<file path="src/hw/rtl/pta_pkg.sv">
// ----------------------------------------------------------------------------
// pta_pkg
// Types, operation codes and constants shared by the time arithmetic pipeline.
// ----------------------------------------------------------------------------
package pta_pkg;

   localparam logic [2:0] OP_ADD   = 3'd0;
   localparam logic [2:0] OP_SUB   = 3'd1;
   localparam logic [2:0] OP_HALVE = 3'd2;
   localparam logic [2:0] OP_CORR  = 3'd3;
   localparam logic [2:0] OP_FLAT  = 3'd4;

   localparam logic signed [30:0] NS_PER_SEC_S = 31'sd1000000000;
   localparam logic signed [31:0] NS_PER_SEC_W = 32'sd1000000000;
   localparam logic signed [31:0] HALF_SEC_NS  = 32'sd500000000;
   localparam logic [29:0]        NS_PER_SEC_U = 30'd1000000000;

   // thresholds for the small quotient of a 33-bit nanosecond magnitude
   localparam logic [32:0] NS_X1 = 33'd1000000000;
   localparam logic [32:0] NS_X2 = 33'd2000000000;
   localparam logic [32:0] NS_X3 = 33'd3000000000;
   localparam logic [32:0] NS_X4 = 33'd4000000000;

   // floor(2^49 / 10^9): quotient estimate is (mag >> 17) * RECIP_NS >> 32
   localparam logic [19:0] RECIP_NS = 20'd562949;

   typedef struct packed {
      logic [2:0]         operation;
      logic signed [31:0] seconds_a;
      logic signed [31:0] nanos_a;
      logic signed [31:0] seconds_b;
      logic signed [31:0] nanos_b;
      logic signed [63:0] correction;
   } pta_req_type;

   typedef struct packed {
      logic signed [31:0] result_seconds;
      logic signed [31:0] result_nanos;
      logic signed [63:0] total_nanos;
   } pta_rsp_type;

   typedef struct packed {
      logic [2:0]         op;
      logic [31:0]        secs;
      logic signed [32:0] nanos;
      logic [47:0]        mag;
      logic               neg;
      logic signed [62:0] prod;
   } pta_s1_type;

   typedef struct packed {
      logic [2:0]         op;
      logic [31:0]        secs;
      logic signed [3:0]  q;
      logic signed [31:0] nanos;
      logic signed [63:0] total;
      logic [47:0]        mag;
      logic               neg;
      logic [50:0]        cprod;
   } pta_s2_type;

   typedef struct packed {
      logic [2:0]         op;
      logic [31:0]        secs;
      logic signed [31:0] nanos;
      logic signed [63:0] total;
      logic [47:0]        mag;
      logic               neg;
      logic [17:0]        qe;
      logic [47:0]        qp;
   } pta_s3_type;

endpackage

</file>
<file path="src/hw/rtl/ptp_time_arith_unit.sv">
// ----------------------------------------------------------------------------
// ptp_time_arith_unit
// Seconds/nanoseconds time arithmetic for timestamp processing.
// ----------------------------------------------------------------------------
// Usage:
//   Drive req_item and raise start; the item is taken at any rising edge with
//   start high and busy low. busy is always low, so a new item may be issued
//   every cycle.
//   Operations: add, subtract, halve time a, correction field to time, and
//   time a to total nanoseconds.
//   Each item gives one result on rsp_item, marked by rsp_valid for one cycle.
//   The item passes four register stages (sums and products, small quotient
//   and reciprocal product, carry and back-multiply, remainder fix and
//   select) before the strobe. Throughput is one item per cycle; the
//   receiver cannot stall, so the pipeline advances every cycle and
//   results leave in issue order.
//   Synchronous reset clears all stage valid bits; items in flight are
//   dropped and no strobe appears until new items arrive.
// ----------------------------------------------------------------------------
module ptp_time_arith_unit import pta_pkg::*; (
   input  logic        clock,
   input  logic        reset,
   input  logic        start,
   output logic        busy,
   input  pta_req_type req_item,
   output logic        rsp_valid,
   output pta_rsp_type rsp_item
);

   logic       in_valid;
   logic       s1_valid;
   logic       s2_valid;
   logic       s3_valid;
   pta_s1_type s1_item;
   pta_s2_type s2_item;
   pta_s3_type s3_item;

   assign busy     = 1'b0;
   assign in_valid = start && !busy;

   pta_stage_in u_stage_in (
      .clock    (clock),
      .reset    (reset),
      .in_valid (in_valid),
      .req_item (req_item),
      .s1_valid (s1_valid),
      .s1_item  (s1_item)
   );

   pta_stage_div u_stage_div (
      .clock    (clock),
      .reset    (reset),
      .s1_valid (s1_valid),
      .s1_item  (s1_item),
      .s2_valid (s2_valid),
      .s2_item  (s2_item)
   );

   pta_stage_norm u_stage_norm (
      .clock    (clock),
      .reset    (reset),
      .s2_valid (s2_valid),
      .s2_item  (s2_item),
      .s3_valid (s3_valid),
      .s3_item  (s3_item)
   );

   pta_stage_out u_stage_out (
      .clock     (clock),
      .reset     (reset),
      .s3_valid  (s3_valid),
      .s3_item   (s3_item),
      .rsp_valid (rsp_valid),
      .rsp_item  (rsp_item)
   );

endmodule

</file>
<file path="src/hw/rtl/pta_stage_in.sv">
// ----------------------------------------------------------------------------
// pta_stage_in
// First stage: operand sums, halving, correction magnitude, seconds product.
// ----------------------------------------------------------------------------
module pta_stage_in import pta_pkg::*; (
   input  logic        clock,
   input  logic        reset,
   input  logic        in_valid,
   input  pta_req_type req_item,
   output logic        s1_valid,
   output pta_s1_type  s1_item
);

   logic               valid_ff;
   pta_s1_type         item_ff;
   pta_s1_type         item_in;
   logic signed [32:0] sec_x;
   logic signed [32:0] ns_x;
   logic signed [32:0] sec_h;
   logic signed [32:0] ns_h;
   logic signed [31:0] half_ns;
   logic [63:0]        corr_abs;

   always_comb begin
      // truncating divide by two: bias negatives by one before the shift
      sec_x = 33'(req_item.seconds_a) + $signed({32'd0, req_item.seconds_a[31]});
      ns_x  = 33'(req_item.nanos_a) + $signed({32'd0, req_item.nanos_a[31]});
      sec_h = sec_x >>> 1;
      ns_h  = ns_x >>> 1;
      half_ns = ns_h[31:0];
      if (req_item.seconds_a[0]) begin
         if (req_item.seconds_a[31]) begin
            half_ns = ns_h[31:0] - HALF_SEC_NS;
         end else begin
            half_ns = ns_h[31:0] + HALF_SEC_NS;
         end
      end
      corr_abs = req_item.correction[63] ? 64'(-req_item.correction)
                                         : 64'(req_item.correction);
   end

   always_comb begin
      item_in    = '0;
      item_in.op = req_item.operation;
      case (req_item.operation)
         OP_ADD: begin
            item_in.secs  = req_item.seconds_a + req_item.seconds_b;
            item_in.nanos = 33'(req_item.nanos_a) + 33'(req_item.nanos_b);
         end
         OP_SUB: begin
            item_in.secs  = req_item.seconds_a - req_item.seconds_b;
            item_in.nanos = 33'(req_item.nanos_a) - 33'(req_item.nanos_b);
         end
         OP_HALVE: begin
            item_in.secs  = sec_h[31:0];
            item_in.nanos = 33'(half_ns);
         end
         OP_CORR: begin
            item_in.mag = corr_abs[63:16];
            item_in.neg = req_item.correction[63];
         end
         OP_FLAT: begin
            item_in.nanos = 33'(req_item.nanos_a);
            item_in.prod  = 63'(req_item.seconds_a) * 63'(NS_PER_SEC_S);
         end
         default: begin
            item_in = '0;
         end
      endcase
   end

   always_ff @(posedge clock) begin
      if (reset) begin
         valid_ff <= 1'b0;
      end else begin
         valid_ff <= in_valid;
      end
   end

   always_ff @(posedge clock) begin
      item_ff <= item_in;
   end

   assign s1_valid = valid_ff;
   assign s1_item  = item_ff;

endmodule

</file>
<file path="src/hw/rtl/pta_stage_div.sv">
// ----------------------------------------------------------------------------
// pta_stage_div
// Second stage: small quotient of the nanosecond sum, reciprocal product for
// the correction quotient, total nanoseconds sum.
// ----------------------------------------------------------------------------
module pta_stage_div import pta_pkg::*; (
   input  logic       clock,
   input  logic       reset,
   input  logic       s1_valid,
   input  pta_s1_type s1_item,
   output logic       s2_valid,
   output pta_s2_type s2_item
);

   logic       valid_ff;
   pta_s2_type item_ff;
   pta_s2_type item_in;
   logic [32:0] n_mag;
   logic [32:0] n_sub;
   logic [2:0]  q_mag;
   logic [32:0] r_mag;

   always_comb begin
      n_mag = s1_item.nanos[32] ? 33'(-s1_item.nanos) : 33'(s1_item.nanos);
      if (n_mag >= NS_X4) begin
         q_mag = 3'd4;
         n_sub = NS_X4;
      end else if (n_mag >= NS_X3) begin
         q_mag = 3'd3;
         n_sub = NS_X3;
      end else if (n_mag >= NS_X2) begin
         q_mag = 3'd2;
         n_sub = NS_X2;
      end else if (n_mag >= NS_X1) begin
         q_mag = 3'd1;
         n_sub = NS_X1;
      end else begin
         q_mag = 3'd0;
         n_sub = '0;
      end
      r_mag = n_mag - n_sub;
   end

   always_comb begin
      item_in       = '0;
      item_in.op    = s1_item.op;
      item_in.secs  = s1_item.secs;
      item_in.nanos = s1_item.nanos[31:0];
      item_in.mag   = s1_item.mag;
      item_in.neg   = s1_item.neg;
      case (s1_item.op)
         OP_ADD, OP_SUB: begin
            if (s1_item.nanos[32]) begin
               item_in.q     = -$signed({1'b0, q_mag});
               item_in.nanos = -$signed(r_mag[31:0]);
            end else begin
               item_in.q     = $signed({1'b0, q_mag});
               item_in.nanos = $signed(r_mag[31:0]);
            end
         end
         OP_CORR: begin
            item_in.cprod = 51'(s1_item.mag[47:17]) * 51'(RECIP_NS);
         end
         OP_FLAT: begin
            item_in.total = 64'(s1_item.prod) + 64'(s1_item.nanos);
         end
         default: begin
            item_in.q = '0;
         end
      endcase
   end

   always_ff @(posedge clock) begin
      if (reset) begin
         valid_ff <= 1'b0;
      end else begin
         valid_ff <= s1_valid;
      end
   end

   always_ff @(posedge clock) begin
      item_ff <= item_in;
   end

   assign s2_valid = valid_ff;
   assign s2_item  = item_ff;

endmodule

</file>
<file path="src/hw/rtl/pta_stage_norm.sv">
// ----------------------------------------------------------------------------
// pta_stage_norm
// Third stage: seconds carry and sign fix for add/subtract, back-multiply of
// the correction quotient estimate.
// ----------------------------------------------------------------------------
module pta_stage_norm import pta_pkg::*; (
   input  logic       clock,
   input  logic       reset,
   input  logic       s2_valid,
   input  pta_s2_type s2_item,
   output logic       s3_valid,
   output pta_s3_type s3_item
);

   logic       valid_ff;
   pta_s3_type item_ff;
   pta_s3_type item_in;
   logic [31:0] sum0;
   logic        s_pos;
   logic        s_neg;
   logic        n_pos;
   logic        n_neg;

   always_comb begin
      sum0  = s2_item.secs + 32'(s2_item.q);
      s_neg = sum0[31];
      s_pos = !sum0[31] && (sum0 != '0);
      n_neg = s2_item.nanos[31];
      n_pos = !s2_item.nanos[31] && (s2_item.nanos != '0);
   end

   always_comb begin
      item_in       = '0;
      item_in.op    = s2_item.op;
      item_in.secs  = s2_item.secs;
      item_in.nanos = s2_item.nanos;
      item_in.total = s2_item.total;
      item_in.mag   = s2_item.mag;
      item_in.neg   = s2_item.neg;
      item_in.qe    = s2_item.cprod[49:32];
      item_in.qp    = 48'(s2_item.cprod[49:32]) * 48'(NS_PER_SEC_U);
      case (s2_item.op)
         OP_ADD, OP_SUB: begin
            // borrow or return one second when seconds and nanos disagree
            if (s_pos && n_neg) begin
               item_in.secs  = sum0 - 32'd1;
               item_in.nanos = s2_item.nanos + NS_PER_SEC_W;
            end else if (s_neg && n_pos) begin
               item_in.secs  = sum0 + 32'd1;
               item_in.nanos = s2_item.nanos - NS_PER_SEC_W;
            end else begin
               item_in.secs = sum0;
            end
         end
         default: begin
            item_in.op = s2_item.op;
         end
      endcase
   end

   always_ff @(posedge clock) begin
      if (reset) begin
         valid_ff <= 1'b0;
      end else begin
         valid_ff <= s2_valid;
      end
   end

   always_ff @(posedge clock) begin
      item_ff <= item_in;
   end

   assign s3_valid = valid_ff;
   assign s3_item  = item_ff;

endmodule

</file>
<file path="src/hw/rtl/pta_stage_out.sv">
// ----------------------------------------------------------------------------
// pta_stage_out
// Last stage: correction remainder fix-up and sign, result select per
// operation, result register and strobe.
// ----------------------------------------------------------------------------
module pta_stage_out import pta_pkg::*; (
   input  logic        clock,
   input  logic        reset,
   input  logic        s3_valid,
   input  pta_s3_type  s3_item,
   output logic        rsp_valid,
   output pta_rsp_type rsp_item
);

   logic        valid_ff;
   pta_rsp_type item_ff;
   pta_rsp_type item_in;
   logic [47:0] r_full;
   logic [30:0] r_fix;
   logic [17:0] q_fix;

   always_comb begin
      // quotient estimate is low by at most one
      r_full = s3_item.mag - s3_item.qp;
      if (r_full[30:0] >= 31'(NS_PER_SEC_U)) begin
         r_fix = r_full[30:0] - 31'(NS_PER_SEC_U);
         q_fix = s3_item.qe + 18'd1;
      end else begin
         r_fix = r_full[30:0];
         q_fix = s3_item.qe;
      end
   end

   always_comb begin
      item_in = '0;
      case (s3_item.op)
         OP_ADD, OP_SUB, OP_HALVE: begin
            item_in.result_seconds = s3_item.secs;
            item_in.result_nanos   = s3_item.nanos;
         end
         OP_CORR: begin
            if (s3_item.neg) begin
               item_in.result_seconds = -$signed(32'(q_fix));
               item_in.result_nanos   = -$signed(32'(r_fix));
            end else begin
               item_in.result_seconds = $signed(32'(q_fix));
               item_in.result_nanos   = $signed(32'(r_fix));
            end
         end
         OP_FLAT: begin
            item_in.total_nanos = s3_item.total;
         end
         default: begin
            item_in = '0;
         end
      endcase
   end

   always_ff @(posedge clock) begin
      if (reset) begin
         valid_ff <= 1'b0;
      end else begin
         valid_ff <= s3_valid;
      end
   end

   always_ff @(posedge clock) begin
      item_ff <= item_in;
   end

   assign rsp_valid = valid_ff;
   assign rsp_item  = item_ff;

endmodule

</file>
<file path="config.mk">
export PLATFORM = sky130hd
export DESIGN_NAME = ptp_time_arith_unit
export DESIGN_NICKNAME = d
export VERILOG_FILES = /design/src/hw/rtl/pta_pkg.sv /design/src/hw/rtl/ptp_time_arith_unit.sv /design/src/hw/rtl/pta_stage_in.sv /design/src/hw/rtl/pta_stage_div.sv /design/src/hw/rtl/pta_stage_norm.sv /design/src/hw/rtl/pta_stage_out.sv
export SDC_FILE = /design/constraint.sdc
export NUM_CORES = 2
export LEC_CHECK = 0
export BUFFER_PORTS_ARGS = -buffer_cell sky130_fd_sc_hd__buf_4
export CAP_MARGIN = 20
export CORE_ASPECT_RATIO = 1.75
export CORE_MARGIN = 3
export CORE_UTILIZATION = 55
export DETAILED_ROUTE_END_ITERATION = 6
export PLACE_DENSITY_LB_ADDON = 0.08
export RECOVER_POWER = 100
export SLEW_MARGIN = 20
export SYNTH_ARGS = -nofsm -noshare
export SYNTH_HDL_FRONTEND = slang
export SYNTH_HIERARCHICAL = 1
export SYNTH_SLANG_ARGS = --single-unit
</file>
<file path="constraint.sdc">
create_clock -name clock -period 12.83 [get_ports clock]
set_input_delay 0 -clock clock [delete_from_list [all_inputs] [get_ports clock]]
set_output_delay 0 -clock clock [all_outputs]
set_load 0.02 [all_outputs]
</file>
==> summary.txt <==
Avg Cell Area, Syn: 8.93 um^2
total track usage: 35.2%
post-DR wirelength/cell: 23.5 um
DR iter-0 viols: 3505
Fin. Hold Viols: 0
setup TNS: 0 ns
Worst Hold End: u_stage_in/s1_item[105]$_SDFF_PP0_
P&R area growth vs syn: 11.4%
final WL: 225000 um
outcome: finished, violations left
via count: 57098
cts repair resizes: 0
initial antenna violation count: 18
Hold WC Path Type: in2reg
pwr dens: 272 nW/um^2
Achievable Freq: 0.0977 GHz
H-tree depth: 3
slew margin rel.: -129%
startpoint type of the worst setup path: register
number of buffers created by CTS: 72
die footprint: 126000 um^2
drt pass-1 iters: 7
ANT nets after route: 0
layout cells sized above 1: 6.52%
DRC viols: 2
Max-Cap Viols: 8
actual slew at the worst max-slew pin: 3.44 ns
Clock Sinks: 689
Initial Utilization: 55.6%
die width: 269 um
flop2flop setup slack: 2.59 ns
fill cell count: 10769
minimum clock period: 10.24 ns
Crit Path Category: reg2reg
Area after DPL: 70600 um^2
VDD IR max: 1.01 mV
Pleak: 34.6 nW
Cells after Synth: 7481
failing checks: DRC, capacitance limit, slew limit
count of final setup violators: 0
core box area: 120000 um^2
# rows: 168
Syn. warnings: 6
CP max FO: 66
period utilization: 79.8%
CTS tree: done
clock root buffer: clkbuf_16
Final Net Count: 9464
clock skew: 0.0253 ns
RR Endpoint: u_stage_div/s2_item[194]$_DFF_P_
grt ovf: 0
Clock Latency Late Sink: 0.69 ns
Cell Area, Synth: 66800 um^2
first-pass GRT wire length: 342000 um
Hold WS: 0.0303 ns
gpl congestion: 1.01
Min-Delay Startpoint: req_item[63]
pin count of the biggest net entering global routing: 67
data required time of the critical path: 13.38 ns
IO Port Bufs: 326
max-slew violations: 413
CTS max path bufs: 3
RSZ-0062 raised after global routing: false
area of the multi-input gates: 48600 um^2
vias in the first global route: 59470
CP Capture Type: register
clock transition at the registers of the reported paths: 0.07 ns
Post-DP HPWL: 186000 um
die height: 467 um
post-route cell area: 74400 um^2
vias per inst: 5.97
WP data arrival: 10.79 ns
reg2reg start: u_stage_in/s1_item[144]$_DFF_P_
Sequential Area: 13800 um^2
# IOs: 328
R2R cell count: 25
hold depth: 4
[critical path, cell delays in order, from the launching register on]
cell	delay, ns
dfxtp_4	0.66
clkbuf_1	2.46
o41ai_1	0.39
xor2_1	0.46
o41ai_1	0.15
a2111oi_0	0.84
o21ai_1	0.49
o21ai_0	0.65
inv_1	0.17
ha_1	0.25
nor2b_1	0.10
o21ai_0	0.09
a21oi_1	0.19
o21ai_0	0.12
a21oi_1	0.21
o21ai_0	0.13
a21boi_0	0.38
o21a_1	0.23
a2111oi_0	0.12
o31ai_1	0.45
xnor2_1	0.22
nor2_1	0.24
nand4b_1	0.24
nor4_1	0.46
mux2i_1	0.24
nand2_1	0.07
[through the flow]
step	power (mW)	util (%)	std cells	worst slack [ns]
after global placement	17.8	58.7	9238	4.60
after global routing	22.1	61.9	9564	1.80
after floorplan	13.9	-	7497	6.05
after CTS	20.4	62.5	9563	4.41
final	20.3	61.9	9570	2.59
after detailed placement	17.8	58.7	9238	4.46
[placed cells by master (no fill, tap or decap), drive strengths merged, types with 92 or more instances in the layout]
cell	instances
fa	565
inv	882
clkbuf	252
nor2	488
xnor2	303
nand4	92
ha	809
and2	128
nor3	146
o21ai	393
a21oi	392
nand2	484
nand3	150
buf	213
xor2	315
dlygate4sd3	195
a21o	174
dfxtp	689
[area by class of cell]
class / instances / share of cell area (%)
inverter: 870 / 4.39
multi-input combinational: 5695 / 65.3
antenna: 7 / 0.0235
sequential: 689 / 18.5
timing repair buffer: 564 / 5.57
clock buffer: 96 / 2.76
tap: 1615 / 2.72
clock inverter: 34 / 0.710
[worst max path at each step]
stage | from | to | slack, ns | cells past startpoint
floorplan | u_stage_in/s1_item[113]$_DFF_P_ | u_stage_div/s2_item[194]$_DFF_P_ | 6.05 | 33
global placement | u_stage_in/s1_item[113]$_DFF_P_ | u_stage_div/s2_item[194]$_DFF_P_ | 4.60 | 31
detailed placement | u_stage_in/s1_item[113]$_DFF_P_ | u_stage_div/s2_item[194]$_DFF_P_ | 4.46 | 31
CTS | u_stage_in/s1_item[113]$_DFF_P_ | u_stage_div/s2_item[194]$_DFF_P_ | 4.41 | 31
global route | u_stage_in/s1_item[144]$_DFF_P_ | u_stage_div/s2_item[194]$_DFF_P_ | 1.80 | 25
finish | u_stage_in/s1_item[144]$_DFF_P_ | u_stage_div/s2_item[194]$_DFF_P_ | 2.59 | 25
[registers in the layout, summed over array words and instances (netlist names)]
signal,flops
u_stage_div/s2_item,185
u_stage_norm/s3_valid,1
u_stage_in/s1_valid,1
u_stage_in/s1_item,171
u_stage_norm/s3_item,201
u_stage_div/s2_valid,1
u_stage_out/rsp_item,128
u_stage_out/rsp_valid,1
[layer usage]
layer	track usage (%)	wire length, um
met2	67.2	118000
met3	4.69	10400
met4	24.9	19000
met5	0	77
met1	34.9	77100
[timing repair]
action,4_1_cts,5_1_grt
buffers inserted,0,0
hold endpoints to repair,123,0
hold buffers,195,0
[power by group]
group	internal (mW)	leakage (nW)	total, mW	switching, mW
sequential	2.46	5.64	2.71	0.246
clock	1.33	1.27	2.31	0.975
combinational	5.96	27.6	15.3	9.29
No activity file was read; power rests on OpenSTA's default activity.
